==> config.mk <==
export PLATFORM = sky130hd
export DESIGN_NAME = websocket_frame_deframer_core
export DESIGN_NICKNAME = d
export VERILOG_FILES = /design/src/sv/wsd_pkg.sv /design/src/sv/wsd_rsp_queue.sv /design/src/sv/websocket_frame_deframer_core.sv
export SDC_FILE = /design/constraint.sdc
export NUM_CORES = 1
export LEC_CHECK = 0
export ABC_AREA = 1
export BUFFER_PORTS_ARGS = -buffer_cell sky130_fd_sc_hd__buf_2
export CAP_MARGIN = 30
export CORE_MARGIN = 3
export CORE_UTILIZATION = 29
export CTS_CLUSTER_DIAMETER = 150
export CTS_CLUSTER_SIZE = 28
export DETAILED_ROUTE_END_ITERATION = 10
export GPL_ROUTABILITY_DRIVEN = 1
export PLACE_DENSITY = 0.46
export RECOVER_POWER = 100
export SYNTH_ARGS = -nofsm -noshare
export SYNTH_HDL_FRONTEND = slang
export SYNTH_SLANG_ARGS = --single-unit
==> constraint.sdc <==
create_clock -name clock -period 6.9 [get_ports clock]
set_input_delay 1.38 -clock clock [delete_from_list [all_inputs] [get_ports clock]]
set_output_delay 1.38 -clock clock [all_outputs]
set_load 0.01 [all_outputs]
==> src/sv/wsd_pkg.sv <==
`default_nettype none

package wsd_pkg;

   // Fields of one received byte request.
   typedef struct packed {
      logic [7:0] data_byte;
      logic       last_byte;
   } req_type;

   // Fields of one result: an unmasked payload byte or a frame status.
   typedef struct packed {
      logic        kind;
      logic [7:0]  payload_byte;
      logic [3:0]  frame_opcode;
      logic [31:0] payload_length;
      logic [1:0]  status;
      logic        end_of_frame;
   } rsp_type;

   localparam logic KIND_PAYLOAD = 1'b0;
   localparam logic KIND_STATUS  = 1'b1;

   // Status codes and the close codes they stand for.
   localparam logic [1:0] ST_OK     = 2'd0;  // normal
   localparam logic [1:0] ST_PROTO  = 2'd1;  // close code 1002
   localparam logic [1:0] ST_OPCODE = 2'd2;  // close code 1008
   localparam logic [1:0] ST_BIG    = 2'd3;  // close code 1009

   localparam logic [3:0] OP_TEXT   = 4'h1;
   localparam logic [3:0] OP_BINARY = 4'h2;
   localparam logic [3:0] OP_CLOSE  = 4'h8;
   localparam logic [3:0] OP_PING   = 4'h9;
   localparam logic [3:0] OP_PONG   = 4'hA;

   localparam logic [6:0] LEN_EXT16 = 7'd126;
   localparam logic [6:0] LEN_EXT64 = 7'd127;

   // Header byte positions that close each header section.
   localparam logic [3:0] IDX_EXT16_END = 4'd4;
   localparam logic [3:0] IDX_EXT64_HI  = 4'd6;
   localparam logic [3:0] IDX_EXT64_END = 4'd10;
   localparam logic [3:0] IDX_KEY_END   = 4'd4;
   localparam logic [3:0] IDX_AFTER_LEN = 4'd2;

   localparam int QUEUE_DEPTH = 4;

endpackage

`default_nettype wire

==> src/sv/wsd_rsp_queue.sv <==
`default_nettype none

module wsd_rsp_queue
   import wsd_pkg::*;
(
   input  wire logic    clock,
   input  wire logic    reset,
   input  wire logic    push0,
   input  wire rsp_type push0_data,
   input  wire logic    push1,
   input  wire rsp_type push1_data,
   output logic         room_for_two,
   output logic         rsp_valid,
   input  wire logic    rsp_ready,
   output rsp_type      rsp_data
);

   localparam int PtrWidth = $clog2(QUEUE_DEPTH);
   localparam int CntWidth = $clog2(QUEUE_DEPTH + 1);

   rsp_type               entry_ff [QUEUE_DEPTH];
   logic [PtrWidth-1:0]   wr_ptr_ff, wr_ptr_in;
   logic [PtrWidth-1:0]   rd_ptr_ff, rd_ptr_in;
   logic [CntWidth-1:0]   count_ff, count_in;
   logic                  pop;
   logic [PtrWidth-1:0]   wr_ptr_next;

   assign pop          = rsp_valid && rsp_ready;
   assign rsp_valid    = (count_ff != '0);
   assign rsp_data     = entry_ff[rd_ptr_ff];
   assign room_for_two = (count_ff <= CntWidth'(QUEUE_DEPTH - 2));
   assign wr_ptr_next  = wr_ptr_ff + PtrWidth'(1);

   always_comb begin
      wr_ptr_in = wr_ptr_ff;
      rd_ptr_in = rd_ptr_ff;
      count_in  = count_ff;
      if (push0 && push1) begin
         wr_ptr_in = wr_ptr_ff + PtrWidth'(2);
      end else if (push0) begin
         wr_ptr_in = wr_ptr_next;
      end
      if (pop) begin
         rd_ptr_in = rd_ptr_ff + PtrWidth'(1);
      end
      count_in = count_ff + CntWidth'(push0) + CntWidth'(push1) - CntWidth'(pop);
   end

   always_ff @(posedge clock) begin
      if (reset) begin
         wr_ptr_ff <= '0;
         rd_ptr_ff <= '0;
         count_ff  <= '0;
      end else begin
         wr_ptr_ff <= wr_ptr_in;
         rd_ptr_ff <= rd_ptr_in;
         count_ff  <= count_in;
      end
   end

   always_ff @(posedge clock) begin
      if (push0) begin
         entry_ff[wr_ptr_ff] <= push0_data;
      end
      if (push0 && push1) begin
         entry_ff[wr_ptr_next] <= push1_data;
      end
   end

   a_push1_needs_push0 : assert property (@(posedge clock) disable iff (reset)
      push1 |-> push0)
      else $error("second result pushed without a first");

   a_no_overflow : assert property (@(posedge clock) disable iff (reset)
      push0 |-> (count_ff + CntWidth'(push1) < CntWidth'(QUEUE_DEPTH)) || pop)
      else $error("result queue overflow");

   a_pop_only_drains : assert property (@(posedge clock) disable iff (reset)
      (!reset && pop && !push0) |=> (count_ff == $past(count_ff) - CntWidth'(1)))
      else $error("queue count did not follow a pop");

endmodule

`default_nettype wire

==> src/sv/websocket_frame_deframer_core.sv <==
`default_nettype none

// Receive-side WebSocket deframer. Bytes of one message enter as requests on
// req_*, the final byte flagged by last_byte. Every payload byte leaves as a
// result XORed with its masking key byte, and every message ends with one
// status result (ok, or an error that maps to close code 1002, 1008 or 1009);
// after an error the rest of the message is dropped. One byte is accepted
// per cycle while the result queue has room: the header check, length and key
// capture and the unmasking all happen in the cycle the byte is accepted,
// and results go into a four-entry result queue. Requests are taken while
// that queue holds at most two results, so a byte that yields both its last
// payload byte and the status always finds room, and throughput is one byte
// per cycle as long as rsp_ready stays high.
module websocket_frame_deframer_core
   import wsd_pkg::*;
(
   input  wire logic    clock,
   input  wire logic    reset,
   input  wire logic    req_valid,
   output logic         req_ready,
   input  wire req_type req_data,
   output logic         rsp_valid,
   input  wire logic    rsp_ready,
   output rsp_type      rsp_data
);

   typedef enum logic [2:0] {
      PH_HDR0,
      PH_HDR1,
      PH_EXT16,
      PH_EXT64,
      PH_KEY,
      PH_PAYLOAD,
      PH_DISCARD,
      PH_HDR1BAD
   } phase_type;

   phase_type   phase_ff, phase_in;
   logic [3:0]  header_index_ff, header_index_in;
   logic [3:0]  held_opcode_ff, held_opcode_in;
   logic [31:0] length_value_ff, length_value_in;
   logic [31:0] payload_count_ff, payload_count_in;
   logic        oversize_ff, oversize_in;
   logic [7:0]  mask_key_ff [4];

   logic        accept;
   logic [7:0]  b;
   logic        last;
   logic [3:0]  index_inc;
   logic [31:0] count_inc;
   logic        key_write;
   logic        emit_pay;
   logic        emit_stat;
   logic [1:0]  stat_code;
   logic [7:0]  pay_byte;
   rsp_type     pay_rsp;
   rsp_type     stat_rsp;
   logic        room_for_two;

   assign accept    = req_valid && req_ready;
   assign req_ready = room_for_two;
   assign b         = req_data.data_byte;
   assign last      = req_data.last_byte;
   assign index_inc = header_index_ff + 4'd1;
   assign count_inc = payload_count_ff + 32'd1;

   always_comb begin
      phase_in         = phase_ff;
      header_index_in  = header_index_ff;
      held_opcode_in   = held_opcode_ff;
      length_value_in  = length_value_ff;
      payload_count_in = payload_count_ff;
      oversize_in      = oversize_ff;
      key_write        = 1'b0;
      emit_pay         = 1'b0;
      emit_stat        = 1'b0;
      stat_code        = ST_PROTO;
      pay_byte         = b ^ mask_key_ff[payload_count_ff[1:0]];

      case (phase_ff)
         PH_HDR0: begin
            held_opcode_in = b[3:0];
            if (last) begin
               emit_stat = 1'b1;
               phase_in  = PH_HDR0;
            end else if (!b[7] || (b[6:4] != 3'b000)) begin
               phase_in = PH_HDR1BAD;
            end else begin
               phase_in = PH_HDR1;
            end
         end
         PH_HDR1BAD: begin
            emit_stat = 1'b1;
            phase_in  = last ? PH_HDR0 : PH_DISCARD;
         end
         PH_HDR1: begin
            if (!(held_opcode_ff inside {OP_TEXT, OP_BINARY, OP_CLOSE, OP_PING, OP_PONG}))
            begin
               emit_stat = 1'b1;
               stat_code = ST_OPCODE;
               phase_in  = last ? PH_HDR0 : PH_DISCARD;
            end else if (!b[7]) begin
               emit_stat = 1'b1;
               phase_in  = last ? PH_HDR0 : PH_DISCARD;
            end else begin
               length_value_in = '0;
               header_index_in = IDX_AFTER_LEN;
               if (b[6:0] == LEN_EXT16) begin
                  phase_in = PH_EXT16;
               end else if (b[6:0] == LEN_EXT64) begin
                  phase_in    = PH_EXT64;
                  oversize_in = 1'b0;
               end else begin
                  length_value_in = {25'd0, b[6:0]};
                  phase_in        = PH_KEY;
                  header_index_in = '0;
               end
               if (last) begin
                  emit_stat = 1'b1;
                  phase_in  = PH_HDR0;
               end
            end
         end
         PH_EXT16: begin
            length_value_in = {length_value_ff[23:0], b};
            header_index_in = index_inc;
            if (index_inc >= IDX_EXT16_END) begin
               phase_in        = PH_KEY;
               header_index_in = '0;
            end
            if (last) begin
               emit_stat = 1'b1;
               phase_in  = PH_HDR0;
            end
         end
         PH_EXT64: begin
            // The upper four length bytes only flag a length that cannot fit.
            if (header_index_ff < IDX_EXT64_HI) begin
               if (b != 8'd0) begin
                  oversize_in = 1'b1;
               end
            end else begin
               length_value_in = {length_value_ff[23:0], b};
            end
            header_index_in = index_inc;
            if ((index_inc >= IDX_EXT64_END) && oversize_ff) begin
               emit_stat = 1'b1;
               stat_code = ST_BIG;
               phase_in  = last ? PH_HDR0 : PH_DISCARD;
            end else begin
               if (index_inc >= IDX_EXT64_END) begin
                  phase_in        = PH_KEY;
                  header_index_in = '0;
               end
               if (last) begin
                  emit_stat = 1'b1;
                  phase_in  = PH_HDR0;
               end
            end
         end
         PH_KEY: begin
            key_write       = 1'b1;
            header_index_in = index_inc;
            if (index_inc >= IDX_KEY_END) begin
               phase_in         = PH_PAYLOAD;
               payload_count_in = '0;
               if (last) begin
                  emit_stat = 1'b1;
                  stat_code = (length_value_ff == 32'd0) ? ST_OK : ST_PROTO;
                  phase_in  = PH_HDR0;
               end
            end else if (last) begin
               emit_stat = 1'b1;
               phase_in  = PH_HDR0;
            end
         end
         PH_PAYLOAD: begin
            if (payload_count_ff < length_value_ff) begin
               emit_pay         = 1'b1;
               payload_count_in = count_inc;
               if (last) begin
                  emit_stat = 1'b1;
                  stat_code = (count_inc == length_value_ff) ? ST_OK : ST_PROTO;
                  phase_in  = PH_HDR0;
               end
            end else begin
               // A byte beyond the declared length is an error.
               emit_stat = 1'b1;
               phase_in  = last ? PH_HDR0 : PH_DISCARD;
            end
         end
         PH_DISCARD: begin
            if (last) begin
               phase_in = PH_HDR0;
            end
         end
         default: begin
            phase_in = PH_HDR0;
         end
      endcase
   end

   always_comb begin
      pay_rsp                = '0;
      pay_rsp.kind           = KIND_PAYLOAD;
      pay_rsp.payload_byte   = pay_byte;

      stat_rsp                = '0;
      stat_rsp.kind           = KIND_STATUS;
      stat_rsp.frame_opcode   = held_opcode_in;
      stat_rsp.payload_length = (stat_code == ST_OK) ? length_value_in : 32'd0;
      stat_rsp.status         = stat_code;
      stat_rsp.end_of_frame   = 1'b1;
   end

   always_ff @(posedge clock) begin
      if (reset) begin
         phase_ff         <= PH_HDR0;
         header_index_ff  <= '0;
         held_opcode_ff   <= '0;
         length_value_ff  <= '0;
         payload_count_ff <= '0;
         oversize_ff      <= 1'b0;
      end else if (accept) begin
         phase_ff         <= phase_in;
         header_index_ff  <= header_index_in;
         held_opcode_ff   <= held_opcode_in;
         length_value_ff  <= length_value_in;
         payload_count_ff <= payload_count_in;
         oversize_ff      <= oversize_in;
      end
   end

   always_ff @(posedge clock) begin
      if (accept && key_write) begin
         mask_key_ff[header_index_ff[1:0]] <= b;
      end
   end

   // The payload byte, when there is one, always goes ahead of the status.
   wsd_rsp_queue u_rsp_queue (
      .clock        (clock),
      .reset        (reset),
      .push0        (accept && (emit_pay || emit_stat)),
      .push0_data   (emit_pay ? pay_rsp : stat_rsp),
      .push1        (accept && emit_pay && emit_stat),
      .push1_data   (stat_rsp),
      .room_for_two (room_for_two),
      .rsp_valid    (rsp_valid),
      .rsp_ready    (rsp_ready),
      .rsp_data     (rsp_data)
   );

   a_last_restarts : assert property (@(posedge clock) disable iff (reset)
      (!reset && accept && last) |=> (phase_ff == PH_HDR0))
      else $error("final byte did not return to header start");

   a_payload_counts : assert property (@(posedge clock) disable iff (reset)
      (!reset && accept && emit_pay) |=>
         (payload_count_ff == $past(payload_count_ff) + 32'd1))
      else $error("payload count did not advance with a payload byte");

   a_status_ends_run : assert property (@(posedge clock) disable iff (reset)
      (!reset && accept && emit_stat && !last) |=> (phase_ff == PH_DISCARD))
      else $error("status before the final byte did not start discarding");

endmodule

`default_nettype wire

==> results.ini, run 1 <==
[status]
outcome=finished with violations
violations=capacitance limit, slew limit

[sta]
tightest_slew_ns=2.61
skew_ns=0.0313
rsz0062_at_grt=false
finalMaxSlewViolations=243
post-route-period-util=0.816
timing.fmax_mhz=178
fin_tns_setup_ns=0
min_period_ns=5.63
final-setup-viol-count=0
slew_headroom=-0.738
finalHoldViolations=0

[clock_tree]
cts-buffers-inserted=14
cts_hold_buf=0
cts_tree=built
clock_sinks=307
clock_path_buffers=3
htree_levels=1
clk_pin_slew_ns=0.12
cts_resized=0
cts_setup_buffers=0
clock_latency_ns=0.53
cts.root.buffer_cell=clkbuf_16

[synthesis]
avgSynthCellArea_sq_um=8.63
synth_flop_cell=edfxtp_1
synth_edf_count=184
syn_inst=1901
synth_seq_cells=307
synthArstFlopShare=0
ys_warn_count=0
synth_area_sq_um=16400
synth_nets=1961
synth_seq_area_share=0.487
yosysUniqueCellTypes=52

[drt]
via_per_inst=4.94
wl_mm=49.2
drc_errors=0
dr.pass1.iters=5
wl_per_cell_microns=18.5
drt_iter0_drc=962
ant_nets=0
vias=13100

[setup_path]
path_max_fanout=39
start_kind=flip-flop
critPathArrivalTime_ns=5.99
worst-setup-path-type=flip-flop to flip-flop
cp-end-kind=flip-flop
ff2ff_path_depth=21
crit_required_ns=7.27

[global_route]
grt_pass1_vias=12600
grtUsageTotal=0.163
grt-ovfl-total=0
grt_pass1_wl_mm=76.5
antenna_found_initial=0
grt_max_degree=88

[final_layout]
fillerInstances=5937
layout.cells.non_filler=2659
regArea_sq_um=7990
areaGrowthSynthToFinish_pct=7.73
diodes=0
drive_gt1_frac=0.0727
multiInputGateArea_sq_um=7410
fin_util=0.318
final_nets=1963

[placed_design]
portBuffers=62
routabilityCongestion=0.882
dp.cells=2635
hpwlAfterDp_mm=34.3

[pwr]
p_leak_nw=6.08
cellPowerDensity_nw_per_um2=299
max-vdd-ir-drop_v=0.000140

[hold_path]
hold_path_depth=2
hp-class=flip-flop to flip-flop

[die]
die_h_microns=244
ioPinCount=63
die-width_microns=244
rows=86
initial_core_util=0.296
coreArea_sq_um=55500
die_area_sq_um=59500

[flow_run]
max-cap-violations=6

## per-layer routing
layer  GRT usage  vias to the layer above  share of wire
li1            -                     6471              -
met1       0.238                     6293           0.49
met2       0.258                      323           0.45
met3      0.0197                       40          0.047
met4      0.0348                        0          0.018
met5           0                        -              0
## placed cells by master (no fill, tap or decap), types with 3 or more instances in the layout
cell	Yosys	layout
dfxtp_1	123	122
a211oi_1	32	32
nand2_2	13	15
xnor3_1	4	4
nor2_2	37	29
clkbuf_1	62	71
clkbuf_16	0	15
a21oi_1	102	100
xnor2_1	3	3
o21ai_1	7	4
a21oi_4	0	3
nor2_1	360	369
nand4_1	17	17
nor2_4	9	8
xor2_1	15	15
nand3_1	70	70
o22ai_1	80	80
buf_4	4	12
inv_1	139	141
a31oi_1	8	8
nand4_4	30	30
o31ai_1	5	5
nor3_1	9	10
nor4_1	3	3
o21ai_0	164	163
nand3_2	3	3
buf_2	11	5
o21a_1	3	3
inv_2	11	9
ha_1	45	45
edfxtp_1	184	184
nand2_1	307	305
o21ai_4	0	4
## sequential cells by signal, indices dropped and copies added, names as in the netlist, named ones only
| signal | cells |
|---|---|
| payload_count_ff | 32 |
| length_value_ff | 32 |
| u_rsp_queue.wr_ptr_ff | 2 |
| oversize_ff | 1 |
| u_rsp_queue.entry_ff | 188 |
| header_index_ff | 4 |
| u_rsp_queue.rd_ptr_ff | 2 |
| held_opcode_ff | 4 |
| mask_key_ff | 32 |
| phase_ff | 3 |
| u_rsp_queue.count_ff | 3 |
## layout make-up
class | count | share of cell area
Sequential cell | 307 | 0.452
Multi-Input combinational cell | 1350 | 0.419
Tap cell | 748 | 0.0529
Inverter | 150 | 0.0318
Clock buffer | 24 | 0.0231
Timing Repair Buffer | 80 | 0.0212
## cells in the mapped netlist (4+ instances only)
cell type	n	area share
inv_1	139	0.032
nand4_4	30	0.039
nor2_4	9	0.0062
xor2_1	15	0.0080
o31ai_1	5	0.0023
nand2_1	307	0.070
a21oi_1	102	0.031
buf_4	4	0.0018
nor2_1	360	0.082
nor2_2	37	0.014
nor3_1	9	0.0027
inv_2	11	0.0025
buf_2	11	0.0034
nand3_1	70	0.021
clkbuf_1	62	0.014
dfxtp_1	123	0.15
o22ai_1	80	0.030
nand4_1	17	0.0065
a31oi_1	8	0.0030
o21ai_1	7	0.0021
o21ai_0	164	0.050
ha_1	45	0.034
a211oi_1	32	0.015
nand2_2	13	0.0050
xnor3_1	4	0.0055
buf_6	9	0.0062
edfxtp_1	184	0.34
## power breakdown
| part | internal [mW] | switching (mW) |
|---|---|---|
| registers | 2.16 | 0.117 |
| clock network | 0.415 | 0.603 |
| logic | 0.552 | 1.44 |
| total | 3.12 | 2.16 |
## stage by stage
stage	power [mW]	cell area, sq um	hold slack [ns]	setup WS [ns]
after floorplan	3.70	16400	0.421	1.76
after global placement	4.35	17400	0.437	2.03
after detailed placement	4.37	17400	0.441	2.05
after CTS	5.40	17800	0.462	1.99
after global routing	5.64	17700	0.484	0.870
final	5.29	17700	0.462	1.27
## worst max-delay path: stages, from the launching register on
cell and delay [ns]:
dfxtp_1 0.39, inv_1 0.17, ha_1 0.35, nand2_1 0.07, nand2_1 0.04, nand2_1 0.05, nand2_1 0.05, nand2_1 0.05
nand2_1 0.05, a21oi_1 0.16, nand2_1 0.14, nor2_1 0.14, inv_2 0.19, nor2_1 1.03, nand2_1 0.59, inv_1 0.29
nand2_1 0.13, nand2_2 0.08, buf_4 0.57, o21ai_4 0.38, buf_4 0.35, nor2_1 0.14
## cell families after synthesis
| kind of cell | after synthesis | share of synthesized area |
|---|---|---|
| simple gates | 865 | 0.254 |
| compound gates | 414 | 0.142 |
| flops | 307 | 0.487 |
| buf+inv | 244 | 0.0648 |
| fa+ha+maj | 47 | 0.0367 |
| xor+xnor | 23 | 0.0161 |
| mux | 1 | 0.000610 |
## worst paths after layout
| check | startpoint | endpoint | slack, ns |
|---|---|---|---|
| worst max-delay path | length_value_ff[17] | u_rsp_queue.entry_ff[1][22] | 1.27 |
| worst min-delay path | u_rsp_queue.entry_ff[0][0] | u_rsp_queue.entry_ff[0][0] | 0.46 |
| worst max register to register | length_value_ff[17] | u_rsp_queue.entry_ff[1][22] | 1.27 |
| worst min register to register | u_rsp_queue.entry_ff[0][0] | u_rsp_queue.entry_ff[0][0] | 0.46 |
Power figures use the tool's default switching activity.
==> inputs of run 2 (changes only) <==
--- a/config.mk
+++ b/config.mk
@@ -14,7 +14,7 @@
 export CTS_CLUSTER_SIZE = 28
 export DETAILED_ROUTE_END_ITERATION = 10
 export GPL_ROUTABILITY_DRIVEN = 1
-export PLACE_DENSITY = 0.46
+export PLACE_DENSITY = 0.48
 export RECOVER_POWER = 100
 export SYNTH_ARGS = -nofsm -noshare
 export SYNTH_HDL_FRONTEND = slang
==> constraint.sdc (replaced) <==
create_clock -name clock -period 4.8 [get_ports clock]
set_input_delay 0.96 -clock clock [delete_from_list [all_inputs] [get_ports clock]]
set_output_delay 0.96 -clock clock [all_outputs]
set_load 0.01 [all_outputs]
==> run 2 against run 1 <==
Effect of this change: the run now ends clean; first-iteration DRC count fell by 4.7%; count of clock-buffer cells in the layout unchanged; combinational power rose by 48%; critical path type unchanged; highest routed layer unchanged.
==> results.ini, run 2 (synthesis gave the netlist of run 1 again) <==
[placed_design]
hpwlAfterDp_mm=33.7  ; -1.7%
routabilityCongestion=0.901  ; +2.3%
portBuffers=62  ; unchanged
dp.cells=2646  ; +0.42%

[sta]
finalMaxSlewViolations=0  ; -100%
post-route-period-util=0.858  ; +0.0419
finalHoldViolations=0  ; unchanged
min_period_ns=4.12  ; -1.51 ns
rsz0062_at_grt=false
tightest_slew_ns=1.15  ; -1.46 ns
skew_ns=0.0238  ; -0.00750 ns
final-setup-viol-count=0  ; unchanged
slew_headroom=0.235  ; +0.973
fin_tns_setup_ns=0  ; unchanged
timing.fmax_mhz=243  ; +37%

[clock_tree]
cts_hold_buf=0  ; unchanged
clock_latency_ns=0.53  ; about the same
clk_pin_slew_ns=0.13  ; about the same
cts_setup_buffers=0  ; unchanged
htree_levels=1  ; unchanged
cts-buffers-inserted=14  ; unchanged
cts.root.buffer_cell=clkbuf_16
cts_tree=built
clock_sinks=307  ; unchanged
cts_resized=0  ; unchanged
clock_path_buffers=3  ; unchanged

[pwr]
power_mw=7.66  ; +45%
p_leak_nw=6.18  ; +1.6%
max-vdd-ir-drop_v=0.000219  ; +56%
cellPowerDensity_nw_per_um2=429  ; +44%

[global_route]
grt_pass1_vias=12600  ; +0.22%
grt_pass1_wl_mm=75.8  ; -0.97%
antenna_found_initial=0  ; unchanged
grt_max_degree=95  ; +8.0%
grtUsageTotal=0.161  ; -0.00182
grt-ovfl-total=0  ; unchanged

[drt]
via_per_inst=4.95  ; +0.35%
ant_nets=0  ; unchanged
dr.pass1.iters=5  ; unchanged
drt_iter0_drc=917  ; -4.7%
wl_mm=49.1  ; -0.25%
drc_errors=0  ; unchanged
wl_per_cell_microns=18.4  ; -0.70%
vias=13200  ; +0.81%

[setup_path]
cp-end-kind=flip-flop
critPathArrivalTime_ns=4.28  ; -1.71 ns
startpoint=length_value_ff[27]
crit_required_ns=4.96  ; -2.31 ns
r2r-start=length_value_ff[27]
cp-endpoint=u_rsp_queue.entry_ff[3][27]
ff2ff_path_depth=16  ; -24%
critical_path.reg2reg.endpoint=u_rsp_queue.entry_ff[3][27]
worst-setup-path-type=flip-flop to flip-flop
reg2reg_slack_ns=0.68  ; -0.59 ns
start_kind=flip-flop
path_max_fanout=38  ; -2.6%

[die]
die-width_microns=244  ; unchanged
coreArea_sq_um=55500  ; unchanged
ioPinCount=63  ; unchanged
rows=86  ; unchanged
die_h_microns=244  ; unchanged
initial_core_util=0.296  ; unchanged
die_area_sq_um=59500  ; unchanged

[final_layout]
drive_gt1_frac=0.0780  ; +0.00527
layout.cells.non_filler=2671  ; +0.45%
largest_register_ffs=188  ; unchanged
layout_commonest_cell=nor2_1
final_cell_mix=nor2_1 (374), nand2_1 (307), edfxtp_1 (184)
final_nets=1975  ; +0.61%
areaGrowthSynthToFinish_pct=8.72
diodes=0  ; unchanged
top_register=u_rsp_queue.entry_ff

[flow_run]
max-cap-violations=0  ; -6

[hold_path]
hp-start=u_rsp_queue.entry_ff[0][0]
hp-class=flip-flop to flip-flop

[status]
outcome=complete, no violations

[run 2: cell types whose count changed in the layout (fill, tap and decap cells not counted), sizes merged]
| cell | previous run | this run |
|---|---|---|
| clkbuf | 86 | 88 |
| buf | 18 | 28 |
[run 2: final cells by class]
| class | count | area [sq um] |
|---|---|---|
| clock buffers | 24 | 413 |
| fillers | 5877 | 37700 |
| inverters | 150 | 563 |
| multi-input cells | 1350 | 7380 |
| flip-flops and latches | 307 | 7990 |
| well taps | 748 | 936 |
| repair buffers | 92 | 562 |
[run 2: where the power goes]
part	switching, mW	internal, mW	leakage, nW
clock	0.867	0.601	0.199
sequential	0.157	3.10	2.68
combinational	2.11	0.831	3.30
[run 2: through the flow]
step | hold slack (ns) | area [sq um] | utilization | setup WS [ns]
finish | 0.461 | 17800 | 0.321 | 0.683
global route | 0.487 | 17800 | 0.321 | 0.387
CTS | 0.460 | 18000 | 0.324 | 1.01
detailed placement | 0.441 | 17600 | 0.316 | 0.985
global placement | 0.435 | 17500 | 0.316 | 0.964
floorplan | 0.421 | 16400 | - | 0.996
[run 2: worst min path at each step]
stage	endpoint	slack (ns)	depth (start not counted)
floorplan	u_rsp_queue.entry_ff[1][0]	0.42	2
global placement	u_rsp_queue.entry_ff[1][0]	0.43	2
detailed placement	u_rsp_queue.entry_ff[2][0]	0.44	2
CTS	u_rsp_queue.entry_ff[2][0]	0.46	2
global route	u_rsp_queue.entry_ff[0][0]	0.49	2
finish	u_rsp_queue.entry_ff[0][0]	0.46	2
[run 2: metal layers]
layer / share of wire / global-route usage
met4: 0.017 / 0.0372
met2: 0.46 / 0.259
met5: 0 / 0
met3: 0.047 / 0.0188
met1: 0.48 / 0.232
[run 2: critical path, stage by stage (launching register included)]
cell and delay, ns:
dfxtp_1 0.36, inv_1 0.10, ha_1 0.34, a21oi_1 0.17, o21ai_0 0.12, nand2_1 0.08
nand2_1 0.04, a21oi_1 0.19, nand2_1 0.14, nor2_1 0.13, inv_2 0.06, nor2_4 0.36
inv_1 0.38, nand2_1 0.40, nand2_1 0.12, nand2_1 0.12, clkbuf_4 0.57
